**src/design/lsdrs_pkg.sv**
```systemverilog
package lsdrs_pkg;

  localparam int unsigned KEY_W     = 64;
  localparam int unsigned RANK_W    = 16;
  localparam int unsigned COORD_W   = 64;
  localparam int unsigned PAYLOAD_W = RANK_W + 3 * COORD_W;

  typedef enum logic [3:0] {
    ST_CLEAR,
    ST_IDLE,
    ST_COUNT,
    ST_COUNT_DRAIN,
    ST_PREFIX,
    ST_SCATTER,
    ST_SCATTER_DRAIN,
    ST_EMIT_RD,
    ST_EMIT_PL,
    ST_EMIT_LD
  } ctrl_state_e;

  typedef struct packed {
    logic load;
    logic cnt_issue;
    logic scat_issue;
    logic pfx_issue;
    logic clr_we;
    logic run_clr;
    logic fwd_clr;
    logic flip;
    logic emit_rd;
    logic emit_pl;
    logic emit_ld;
    logic emit_last;
    logic set_done;
  } cmd_t;

  typedef struct packed {
    logic out_busy;
  } sts_t;

endpackage

```
**src/design/lsdrs_ctrl.sv**
```systemverilog
module lsdrs_ctrl #(
  parameter int unsigned NBINS  = 256,
  parameter int unsigned PASSES = 8,
  parameter int unsigned CW     = 7,
  parameter int unsigned CTRW   = 8,
  parameter int unsigned PW     = 4
) (
  input  logic              clk_i,
  input  logic              rst_ni,
  input  logic              in_valid_i,
  input  logic              in_last_i,
  output logic              in_stall_o,
  input  logic [CW-1:0]     n_i,
  input  lsdrs_pkg::sts_t   sts_i,
  output lsdrs_pkg::cmd_t   cmd_o,
  output logic [CTRW-1:0]   ctr_o,
  output logic [PW-1:0]     pass_o
);

  localparam int unsigned CMPW = (CTRW > CW) ? CTRW : CW;

  lsdrs_pkg::ctrl_state_e state_q, state_d;
  logic [CTRW-1:0]        ctr_q, ctr_d;
  logic [PW-1:0]          pass_q, pass_d;
  logic                   last_item;

  assign last_item = (CMPW'(ctr_q) == (CMPW'(n_i) - CMPW'(1)));

  always_ff @(posedge clk_i or negedge rst_ni) begin
    if (!rst_ni) begin
      state_q <= lsdrs_pkg::ST_CLEAR;
      ctr_q   <= '0;
      pass_q  <= '0;
    end else begin
      state_q <= state_d;
      ctr_q   <= ctr_d;
      pass_q  <= pass_d;
    end
  end

  always_comb begin
    state_d    = state_q;
    ctr_d      = ctr_q;
    pass_d     = pass_q;
    cmd_o      = '0;
    in_stall_o = 1'b1;
    unique case (state_q)
      lsdrs_pkg::ST_CLEAR: begin
        cmd_o.clr_we = 1'b1;
        if (ctr_q == CTRW'(NBINS - 1)) begin
          ctr_d   = '0;
          state_d = lsdrs_pkg::ST_IDLE;
        end else begin
          ctr_d = ctr_q + CTRW'(1);
        end
      end
      lsdrs_pkg::ST_IDLE: begin
        in_stall_o = 1'b0;
        cmd_o.load = in_valid_i;
        if (in_valid_i && in_last_i) begin
          cmd_o.fwd_clr = 1'b1;
          ctr_d         = '0;
          pass_d        = '0;
          state_d       = lsdrs_pkg::ST_COUNT;
        end
      end
      lsdrs_pkg::ST_COUNT: begin
        cmd_o.cnt_issue = 1'b1;
        if (last_item) begin
          ctr_d   = '0;
          state_d = lsdrs_pkg::ST_COUNT_DRAIN;
        end else begin
          ctr_d = ctr_q + CTRW'(1);
        end
      end
      lsdrs_pkg::ST_COUNT_DRAIN: begin
        if (ctr_q == CTRW'(1)) begin
          cmd_o.run_clr = 1'b1;
          ctr_d         = '0;
          state_d       = lsdrs_pkg::ST_PREFIX;
        end else begin
          ctr_d = ctr_q + CTRW'(1);
        end
      end
      lsdrs_pkg::ST_PREFIX: begin
        cmd_o.pfx_issue = 1'b1;
        if (ctr_q == CTRW'(NBINS - 1)) begin
          cmd_o.fwd_clr = 1'b1;
          ctr_d         = '0;
          state_d       = lsdrs_pkg::ST_SCATTER;
        end else begin
          ctr_d = ctr_q + CTRW'(1);
        end
      end
      lsdrs_pkg::ST_SCATTER: begin
        cmd_o.scat_issue = 1'b1;
        if (last_item) begin
          ctr_d   = '0;
          state_d = lsdrs_pkg::ST_SCATTER_DRAIN;
        end else begin
          ctr_d = ctr_q + CTRW'(1);
        end
      end
      lsdrs_pkg::ST_SCATTER_DRAIN: begin
        if (ctr_q == CTRW'(1)) begin
          cmd_o.flip = 1'b1;
          ctr_d      = '0;
          if (pass_q == PW'(PASSES - 1)) begin
            pass_d  = '0;
            state_d = lsdrs_pkg::ST_EMIT_RD;
          end else begin
            cmd_o.fwd_clr = 1'b1;
            pass_d        = pass_q + PW'(1);
            state_d       = lsdrs_pkg::ST_COUNT;
          end
        end else begin
          ctr_d = ctr_q + CTRW'(1);
        end
      end
      lsdrs_pkg::ST_EMIT_RD: begin
        cmd_o.emit_rd = 1'b1;
        state_d       = lsdrs_pkg::ST_EMIT_PL;
      end
      lsdrs_pkg::ST_EMIT_PL: begin
        cmd_o.emit_pl = 1'b1;
        state_d       = lsdrs_pkg::ST_EMIT_LD;
      end
      lsdrs_pkg::ST_EMIT_LD: begin
        if (!sts_i.out_busy) begin
          cmd_o.emit_ld   = 1'b1;
          cmd_o.emit_last = last_item;
          if (last_item) begin
            cmd_o.set_done = 1'b1;
            ctr_d          = '0;
            state_d        = lsdrs_pkg::ST_IDLE;
          end else begin
            ctr_d   = ctr_q + CTRW'(1);
            state_d = lsdrs_pkg::ST_EMIT_RD;
          end
        end
      end
      default: begin
        state_d = lsdrs_pkg::ST_CLEAR;
        ctr_d   = '0;
      end
    endcase
  end

  assign ctr_o  = ctr_q;
  assign pass_o = pass_q;

endmodule

```
**config.mk**
```make
export PLATFORM = sky130hd
export DESIGN_NAME = lsdrs_ctrl
export DESIGN_NICKNAME = d
export VERILOG_FILES = /design/src/design/lsdrs_pkg.sv /design/src/design/lsdrs_ctrl.sv
export SDC_FILE = /design/constraint.sdc
export NUM_CORES = 1
export LEC_CHECK = 0
export BUFFER_PORTS_ARGS = -buffer_cell sky130_fd_sc_hd__buf_2
export CORE_ASPECT_RATIO = 1.5
export CORE_UTILIZATION = 53
export DETAILED_ROUTE_END_ITERATION = 10
export GPL_TIMING_DRIVEN = 0
export HOLD_SLACK_MARGIN = 0.03
export PLACE_DENSITY = 0.9
export SLEW_MARGIN = 40
export SYNTH_ARGS = -nofsm -noshare
export SYNTH_HDL_FRONTEND = slang
export SYNTH_SLANG_ARGS = --single-unit
```
**constraint.sdc**
```tcl
create_clock -name clk_i -period 2.8 [get_ports clk_i]
set_input_delay 0.28 -clock clk_i [delete_from_list [all_inputs] [get_ports clk_i]]
set_output_delay 0.28 -clock clk_i [all_outputs]
set_load 0.1 [all_outputs]
```
==> flow_summary.yaml, run 1 <==
worst_setup_path:
  endpoint: "cmd_o[1]"
  reg2reg_depth: 8
  crit-reg2reg-launch: "ctr_o[6]$_DFFE_PN0P_"
  crit_chain: "xnor2_2 -> or4_4 -> a2111oi_4 -> o311ai_4 -> and2b_4 -> buf_12"
  crit_type: "reg2out"
  startpoint_type: "register"
  cpLargestDelayFamily: "simple AND/OR/NAND/NOR gates"
  crit_fanout: 3
  r2r_slack_ps: 330
  worst-path-stages: 6
  worstPathRequired_ps: 2520
  r2r_end: "ctr_o[7]$_DFFE_PN0P_"
  worstSetupStartpoint: "ctr_o[6]$_DFFE_PN0P_"
  crit_path_end_kind: "primary output"
  critical-path-max-stage-delay_ps: 500
  crit_arrival_ps: 2420
  critPathBufInv: 1
  cp_slowest_cell: "or4_4"
timing:
  holdWs_ps: 445
  clock.fmax_mhz: 370
  slew_headroom_pct: 51.7
  grt_setup_unrepaired: "false"
  tightest_slew_ps: 716
  fin_crit_sh_pct: 96.5
  period_minus_slack_ps: 2700
  setup_viol: 0
  drv_slew: 0
  finalClockSkew_ps: 3.93
  hold_viol: 0
clock_network:
  cts_buffers: 3
  clk_pin_slew_ps: 60
  clock_latency_ps: 250
  cts.sinks: 16
  cts_tree: "done"
  ctsRootBufferMaster: "clkbuf_8"
  htree_levels: 1
  cts_buffer_depth: 2
power:
  p_sw_share_pct: 61.2
  pwr-share-clk_pct: 9.2
  power_mw: 2.27
  p_int_mw: 0.881
  power_switching_mw: 1.39
  power.share.sequential_pct: 15.3
  p_per_area_nw_per_um2: 1170
  power_frac_comb_pct: 75.4
  peakVddDrop_mv: 1.05
  leakagePower_nw: 0.838
place:
  numPlacedInstances: 263
  io_buffers: 37
  routabilityCongestion: 0.813
  dpl.hpwl_um: 2930
drt:
  wl_met1_um: 1530
  dr_total_vias: 1616
  drt_iter0_drc: 56
  wire_per_inst_um: 14.7
  drtAntennaViolNets: 0
  drc: 0
  drt_first_pass_iters: 4
  vias_per_cell: 5.96
  dr_wl_met2_um: 2210
  met3WireLength_um: 170
  top_layer: "met4"
  drt-total-wl_um: 3980
yosys:
  synth-seq-cells: 16
  synth_edf_count: 0
  yosys-top-cells-area: "dfrtp_1, a21oi_1, xnor2_1, nor3_1, nand2_1"
  synth_nets: 205
  synth_sequential_area_ratio_pct: 26.8
  syn_area_per_cell_sq_um: 7.91
  async_flop_share_pct: 100
  synthCells: 189
  synth_top_cell_area_share_pct: 26.8
  synth_common_cells: "dfrtp_1, nand2_1, a21oi_1"
  synth_ff_type: "dfrtp_1"
  ys_warn_count: 0
  ys_types: 51
  synth_top_area_cell: "dfrtp_1"
  syn-cell-area_sq_um: 1500
status:
  status: "completed"
min_path:
  hold_class: "in2reg"
global_route:
  overflow: 0
  antenna_found_initial: 0
  first_global_vias: 1503
  grt_max_degree: 17
  grtUsageTotal_pct: 29.5
  grt_pass1_wl_um: 6570
cells_and_area:
  finalCoreUtilization_pct: 72.7
  syn2layout_area_growth_pct: 30.2
  nNetsFinal: 251
  drive_gt1_share_pct: 31.6
  layout.cells.non_filler: 271
  diodes: 0
die:
  dieArea_sq_um: 3040
  start_util_pct: 55.9
  fp.dieH_um: 67.1
  die_w_um: 45.4
  rows: 23
  core-area_sq_um: 2680
  io_pins: 38
job:
  maxCapViolations: 0
-- metrics by stage --
stage	TNS, ps	area, sq um	worst slack (ps)
after floorplan	-2200	1570	-838
after global placement	-710	1800	-390
final	0	1950	97.3
after detailed placement	-789	1800	-430
after CTS	-103	1950	-93.2
after global routing	0	1950	47.9
-- final cells by class --
type	count	area, sq um
buffer	8	33.8
clock buffer	4	55.1
fill	220	729
inverter	12	50.0
multi-input combinational	151	1080
sequential	16	405
tap	37	46.3
timing repair buffer	43	278
-- repair_timing --
action,CTS,global route
setup endpoints to repair,2,3
buffers inserted,4,1
cloned,0,0
hold endpoints to repair,16,0
pin swaps,3,3
gates resized for setup,17,3
hold buffers,1,0
-- how the worst min path moves through the flow --
stage	start	end	slack, ps	cells after the start
floorplan	rst_ni	ctr_o[0]$_DFFE_PN0P_	-20	0
global placement	rst_ni	pass_o[0]$_DFFE_PN0P_	210	1
detailed placement	rst_ni	pass_o[0]$_DFFE_PN0P_	220	1
CTS	sts_i	state_q[3]$_DFFE_PN0P_	450	3
global route	sts_i	state_q[3]$_DFFE_PN0P_	510	3
finish	sts_i	state_q[3]$_DFFE_PN0P_	450	3
-- layout by cell type (no fill, tap or decap), types with 4 or more instances in the layout --
| cell | count |
|---|---|
| a21oi_1 | 14 |
| and3_1 | 4 |
| buf_2 | 35 |
| buf_4 | 5 |
| clkbuf_1 | 5 |
| clkbuf_8 | 4 |
| dfrtp_1 | 14 |
| inv_1 | 10 |
| nand2_1 | 16 |
| nand2b_1 | 8 |
| nand3_1 | 5 |
| nor2_1 | 12 |
| nor3_1 | 8 |
| o21ai_0 | 11 |
| o22ai_1 | 5 |
| o31ai_1 | 5 |
| xnor2_1 | 7 |
-- cells by family after synthesis --
| family | after synthesis | share of synthesized area (%) |
|---|---|---|
| xor+xnor | 10 | 5.86 |
| mux | 4 | 2.76 |
| simple gates | 79 | 28.2 |
| buf+inv | 22 | 6.53 |
| flops | 16 | 26.8 |
| compound gates | 54 | 26.5 |
| fa+ha+maj | 4 | 3.35 |
-- flip-flops by register name, indices dropped and copies added, names as in the netlist --
| register | cells |
|---|---|
| ctr_o | 8 |
| pass_o | 4 |
| state_q | 4 |
-- power groups by stage --
stage	clock, mW	sequential, mW	combinational, mW
2_1_floorplan	0	0.527	1.21
3_3_place_gp	0	0.346	1.64
3_5_place_dp	0	0.350	1.68
4_1_cts	0.211	0.346	1.70
5_1_grt	0.221	0.353	1.83
6_report	0.210	0.349	1.71
-- worst min-delay path, delay by kind of cell --
kind / cells / cell delay (ps)
buffers and inverters: 1 / 130
AOI/OAI and AO/OA: 1 / 110
and+or+nand+nor: 1 / 110
-- routing by layer --
metal | up-vias | global-route usage, %
met4 | 0 | 11.7
met5 | - | 0
met1 | 768 | 32.5
met2 | 60 | 54.9
met3 | 8 | 2.71
li1 | 780 | -
Power figures use the tool's default switching activity.
==> inputs of run 2 (changes only) <==
SETUP_SLACK_MARGIN = 0.3   (was unset)
==> flow_summary.yaml, run 2 (synthesized netlist as in run 1, its figures left out) <==
status:
  status: "finished, violations left"
  violations: "negative setup slack"
worst_setup_path:
  crit_arrival_ps: 2620
  startpoint_type: "register"
  crit_path_end_kind: "primary output"
  crit_fanout: 2
  reg2reg_depth: 8
  crit_type: "reg2out"
  r2r_end: "ctr_o[5]$_DFFE_PN0P_"
  r2r_slack_ps: 310
  worstPathRequired_ps: 2520
  crit-reg2reg-launch: "ctr_o[6]$_DFFE_PN0P_"
clock_network:
  cts_tree: "done"
  htree_levels: 1
  cts_buffer_depth: 2
  cts_buffers: 3
  clock_latency_ps: 260
  clk_pin_slew_ps: 70
  cts.sinks: 16
  ctsRootBufferMaster: "clkbuf_8"
timing:
  hold_viol: 0
  clock.fmax_mhz: 345
  slew_headroom_pct: 53.5
  setup_viol: 2
  tightest_slew_ps: 690
  grt_setup_unrepaired: "true"
  drv_slew: 0
  period_minus_slack_ps: 2900
  fin_crit_sh_pct: 103
  holdWs_ps: 448
  finalClockSkew_ps: 2.24
  finalWorstSetupSlack_ps: -97.7
drt:
  wire_per_inst_um: 15.2
  vias_per_cell: 5.94
  drt_iter0_drc: 37
  drtAntennaViolNets: 0
  drc: 0
  top_layer: "met4"
  met3WireLength_um: 117
  wl_met1_um: 1600
  dr_wl_met2_um: 2290
  drt-total-wl_um: 4180
  dr_total_vias: 1633
  drt_first_pass_iters: 4
cells_and_area:
  layout_commonest_cell: "buf_2"
  nNetsFinal: 255
  finalCoreUtilization_pct: 76.9
  largest_register_ffs: 8
  fin_area_sq_um: 2060
  final_cell_mix: "buf_2, nand2_1, a21oi_1"
  layout.cells.non_filler: 275
  syn2layout_area_growth_pct: 37.7
  drive_gt1_share_pct: 37.8
  diodes: 0
power:
  peakVddDrop_mv: 1.05
  p_per_area_nw_per_um2: 1160
  leakagePower_nw: 0.867
  power_mw: 2.40
die:
  rows: 23
  core-area_sq_um: 2680
  start_util_pct: 55.9
  dieArea_sq_um: 3040
  die_w_um: 45.4
  io_pins: 38
  fp.dieH_um: 67.1
place:
  routabilityCongestion: 0.829
  numPlacedInstances: 263
  dpl-instance-area_sq_um: 1840
  io_buffers: 37
  dpl.hpwl_um: 2990
global_route:
  grt_pass1_wl_um: 6400
  grtUsageTotal_pct: 29.7
  first_global_vias: 1489
  antenna_found_initial: 0
  grt_max_degree: 17
  overflow: 0
min_path:
  holdPathEnd: "state_q[3]$_DFFE_PN0P_"
  timing.hold.worst_path_depth: 3
  hold_class: "in2reg"
  hp-start: "sts_i"
job:
  maxCapViolations: 0
==> run 2: final cells by class <==
class | count | area (sq um)
fillers | 212 | 618
inverters | 12 | 45.0
clock buffers | 4 | 55.1
multi-input cells | 151 | 1130
flip-flops and latches | 16 | 409
repair buffers | 45 | 302
plain buffers | 10 | 66.3
well taps | 37 | 46.3
==> run 2: where the power goes <==
part | internal [mW] | total, mW | leakage [nW] | switching, mW
registers | 0.292 | 0.351 | 0.207 | 0.0591
logic | 0.511 | 1.82 | 0.631 | 1.31
clock network | 0.125 | 0.219 | 0.0288 | 0.0935
total | 0.929 | 2.40 | 0.867 | 1.47
==> run 2: metal layers <==
layer,up-vias,global-route usage [%]
li1,782,-
met1,792,29.8
met5,-,0
met3,13,1.63
met4,0,19.3
met2,46,55.8
==> run 2: worst max-delay path, cell delays in order (launching register included) <==
cell and delay [ps]:
dfrtp_4 490, xnor2_2 140, or4_4 490, a2111oi_4 330, o311ai_2 200, buf_6 160, and2b_4 270, buf_12 100
buf_12 160
==> run 2: repair_timing <==
item,4_1_cts,5_1_grt
endpoints found under the setup margin,4,20
resized for setup,18,10
pin swaps,3,8
endpoints found under the hold margin,16,0
hold buffers,1,0
setup buffers,6,1
==> run 2: through the flow <==
| step | worst slack [ps] | TNS (ps) |
|---|---|---|
| 3_3_place_gp | -385 | -701 |
| 3_5_place_dp | -432 | -794 |
| 5_1_grt | -171 | -252 |
| 2_1_floorplan | -105 | -105 |
| 4_1_cts | -130 | -178 |
| 6_report | -97.7 | -111 |
==> run 2: how the worst max path moves through the flow <==
stage | from | endpoint | slack [ps] | cells after the start
final | ctr_o[6]$_DFFE_PN0P_ | cmd_o[1] | -100 | 8
after global routing | ctr_o[6]$_DFFE_PN0P_ | cmd_o[1] | -170 | 8
after CTS | ctr_o[6]$_DFFE_PN0P_ | cmd_o[1] | -130 | 8
after detailed placement | n_i[0] | cmd_o[1] | -430 | 11
after global placement | n_i[0] | cmd_o[1] | -380 | 11
after floorplan | ctr_o[6]$_DFFE_PN0P_ | cmd_o[1] | -110 | 7
==> inputs of run 3 (changes only) <==
PLACE_DENSITY = 0.77   (was 0.9)
SKIP_LAST_GASP = 1   (was unset)
clock period = 3.2 ns   (was 2.8 ns; I/O delays follow)
==> flow_summary.yaml, run 3 (synthesized netlist as in run 1, its figures left out) <==
min_path:
  timing.hold.worst_path_depth: 3
  holdPathEnd: "state_q[3]$_DFFE_PN0P_"
  hold_class: "in2reg"
  hp-start: "sts_i"
place:
  dpl.hpwl_um: 3080
  routabilityCongestion: 0.892
  dpl_worst_slack_ps: -129
  io_buffers: 37
worst_setup_path:
  cp_slowest_cell: "or4_4"
  reg2reg_depth: 8
  crit_chain: "buf_6 -> inv_4 -> ha_4 -> or3b_4 -> or4_4 -> a2111oi_4 -> o311ai_2 -> buf_6 -> and2b_4 -> buf_12 -> buf_12"
  cpLargestDelayFamily: "simple AND/OR/NAND/NOR gates"
  r2r_slack_ps: 730
  startpoint_type: "primary input"
  crit_fanout: 3
  crit_arrival_ps: 2650
  crit-reg2reg-launch: "ctr_o[6]$_DFFE_PN0P_"
  crit_type: "in2out"
  worstPathRequired_ps: 2880
  critPathBufInv: 5
  critical-path-max-stage-delay_ps: 430
  crit_path_end_kind: "primary output"
  r2r_end: "state_q[1]$_DFFE_PN0P_"
status:
  status: "completed"
power:
  p_per_area_nw_per_um2: 1010
  peakVddDrop_mv: 0.768
  power_mw: 1.98
  leakagePower_nw: 0.853
global_route:
  top_usage_layer: "met2"
  met1_usage_pct: 29.1
  use_met3_pct: 1.90
  first_global_vias: 1597
  antenna_found_initial: 0
  overflow: 0
  grtUsageTotal_pct: 29.9
  grt_max_degree: 17
  grt.met2_usage_pct: 57.2
  grt_pass1_wl_um: 6590
drt:
  drt-total-wl_um: 4210
  drt_first_pass_iters: 4
  vias_per_cell: 5.87
  drt_iter0_drc: 47
  wire_per_inst_um: 15.3
  drc: 0
  drtAntennaViolNets: 0
  dr_total_vias: 1613
cells_and_area:
  final_cell_mix: "buf_2, nand2_1, a21oi_1, dfrtp_1, nor2_1"
  layout_commonest_cell: "buf_2"
  diodes: 0
  syn2layout_area_growth_pct: 31.6
  drive_gt1_share_pct: 31.9
  fillers: 227
  nNetsFinal: 255
  largest_register_ffs: 8
clock_network:
  clock_latency_ps: 260
  cts_buffer_depth: 2
  cts_tree: "done"
  htree_levels: 1
  cts.sinks: 16
  ctsRootBufferMaster: "clkbuf_8"
  cts_buffers: 3
  clk_pin_slew_ps: 70
die:
  fp.dieH_um: 67.1
  core-area_sq_um: 2680
  io_pins: 38
  dieArea_sq_um: 3040
  rows: 23
  die_w_um: 45.4
  start_util_pct: 55.9
job:
  maxCapViolations: 0
timing:
  drv_slew: 0
  grt_setup_unrepaired: "true"
  setup_viol: 0
  fin_crit_sh_pct: 92.9
  slew_headroom_pct: 57.4
  finalWorstSetupSlack_ps: 227
  period_minus_slack_ps: 2970
  tightest_slew_ps: 632
  finalClockSkew_ps: 1.45
  hold_viol: 0
  clock.fmax_mhz: 336
## run 3: what timing repair did
item | CTS | global route
setup endpoints to repair | 2 | 3
hold buffers | 1 | 0
setup buffers | 5 | 2
endpoints found under the hold margin | 16 | 0
resized for setup | 16 | 0
cloned | 0 | 0
pin swaps | 3 | 2
## run 3: worst max-delay path by stage
stage / startpoint / endpoint / slack [ps] / depth (start not counted)
finish: n_i[1] / cmd_o[1] / 230 / 11
detailed placement: n_i[0] / cmd_o[1] / -130 / 11
CTS: n_i[1] / cmd_o[1] / 220 / 11
global route: n_i[1] / cmd_o[1] / 190 / 11
floorplan: ctr_o[0]$_DFFE_PN0P_ / cmd_o[7] / -480 / 4
global placement: n_i[0] / cmd_o[1] / -100 / 11
## run 3: through the flow
step	cells	setup TNS, ps	instance area, sq um	util [%]	hold slack, ps
finish	275	0	1970	73.5	496
global route	275	0	1970	73.5	530
CTS	273	0	1950	73.0	498
detailed placement	263	-194	1790	67.0	263
global placement	263	-136	1790	67.0	257
floorplan	189	-969	1560	-	24.4
## run 3: worst register-to-register path, stage by stage, from the launching register on
cell       delay [ps]
dfrtp_4           490
xnor2_1           140
or4_4             490
a2111oi_4         330
o311ai_2          220
buf_6             160
buf_4             170
mux2i_1           130
a22o_1            230
## run 3: cell type report
class	count	area [sq um]	share of cell area [%]
buffer	10	65.1	3.31
clock buffer	4	55.1	2.80
inverter	12	50.0	2.54
multi-input combinational	151	1060	53.7
sequential	16	405	20.6
tap	37	46.3	2.35
timing repair buffer	45	290	14.7
## run 3: power breakdown
part | internal (mW) | total (mW) | switching, mW
Clock | 0.109 | 0.189 | 0.0793
Sequential | 0.252 | 0.303 | 0.0511
Combinational | 0.407 | 1.49 | 1.08
## run 3: layer usage
| layer | part of all wire [%] | up-vias |
|---|---|---|
| li1 | - | 784 |
| met1 | 39 | 764 |
| met2 | 55 | 49 |
| met3 | 2.9 | 16 |
| met4 | 3.7 | 0 |
| met5 | 0 | - |
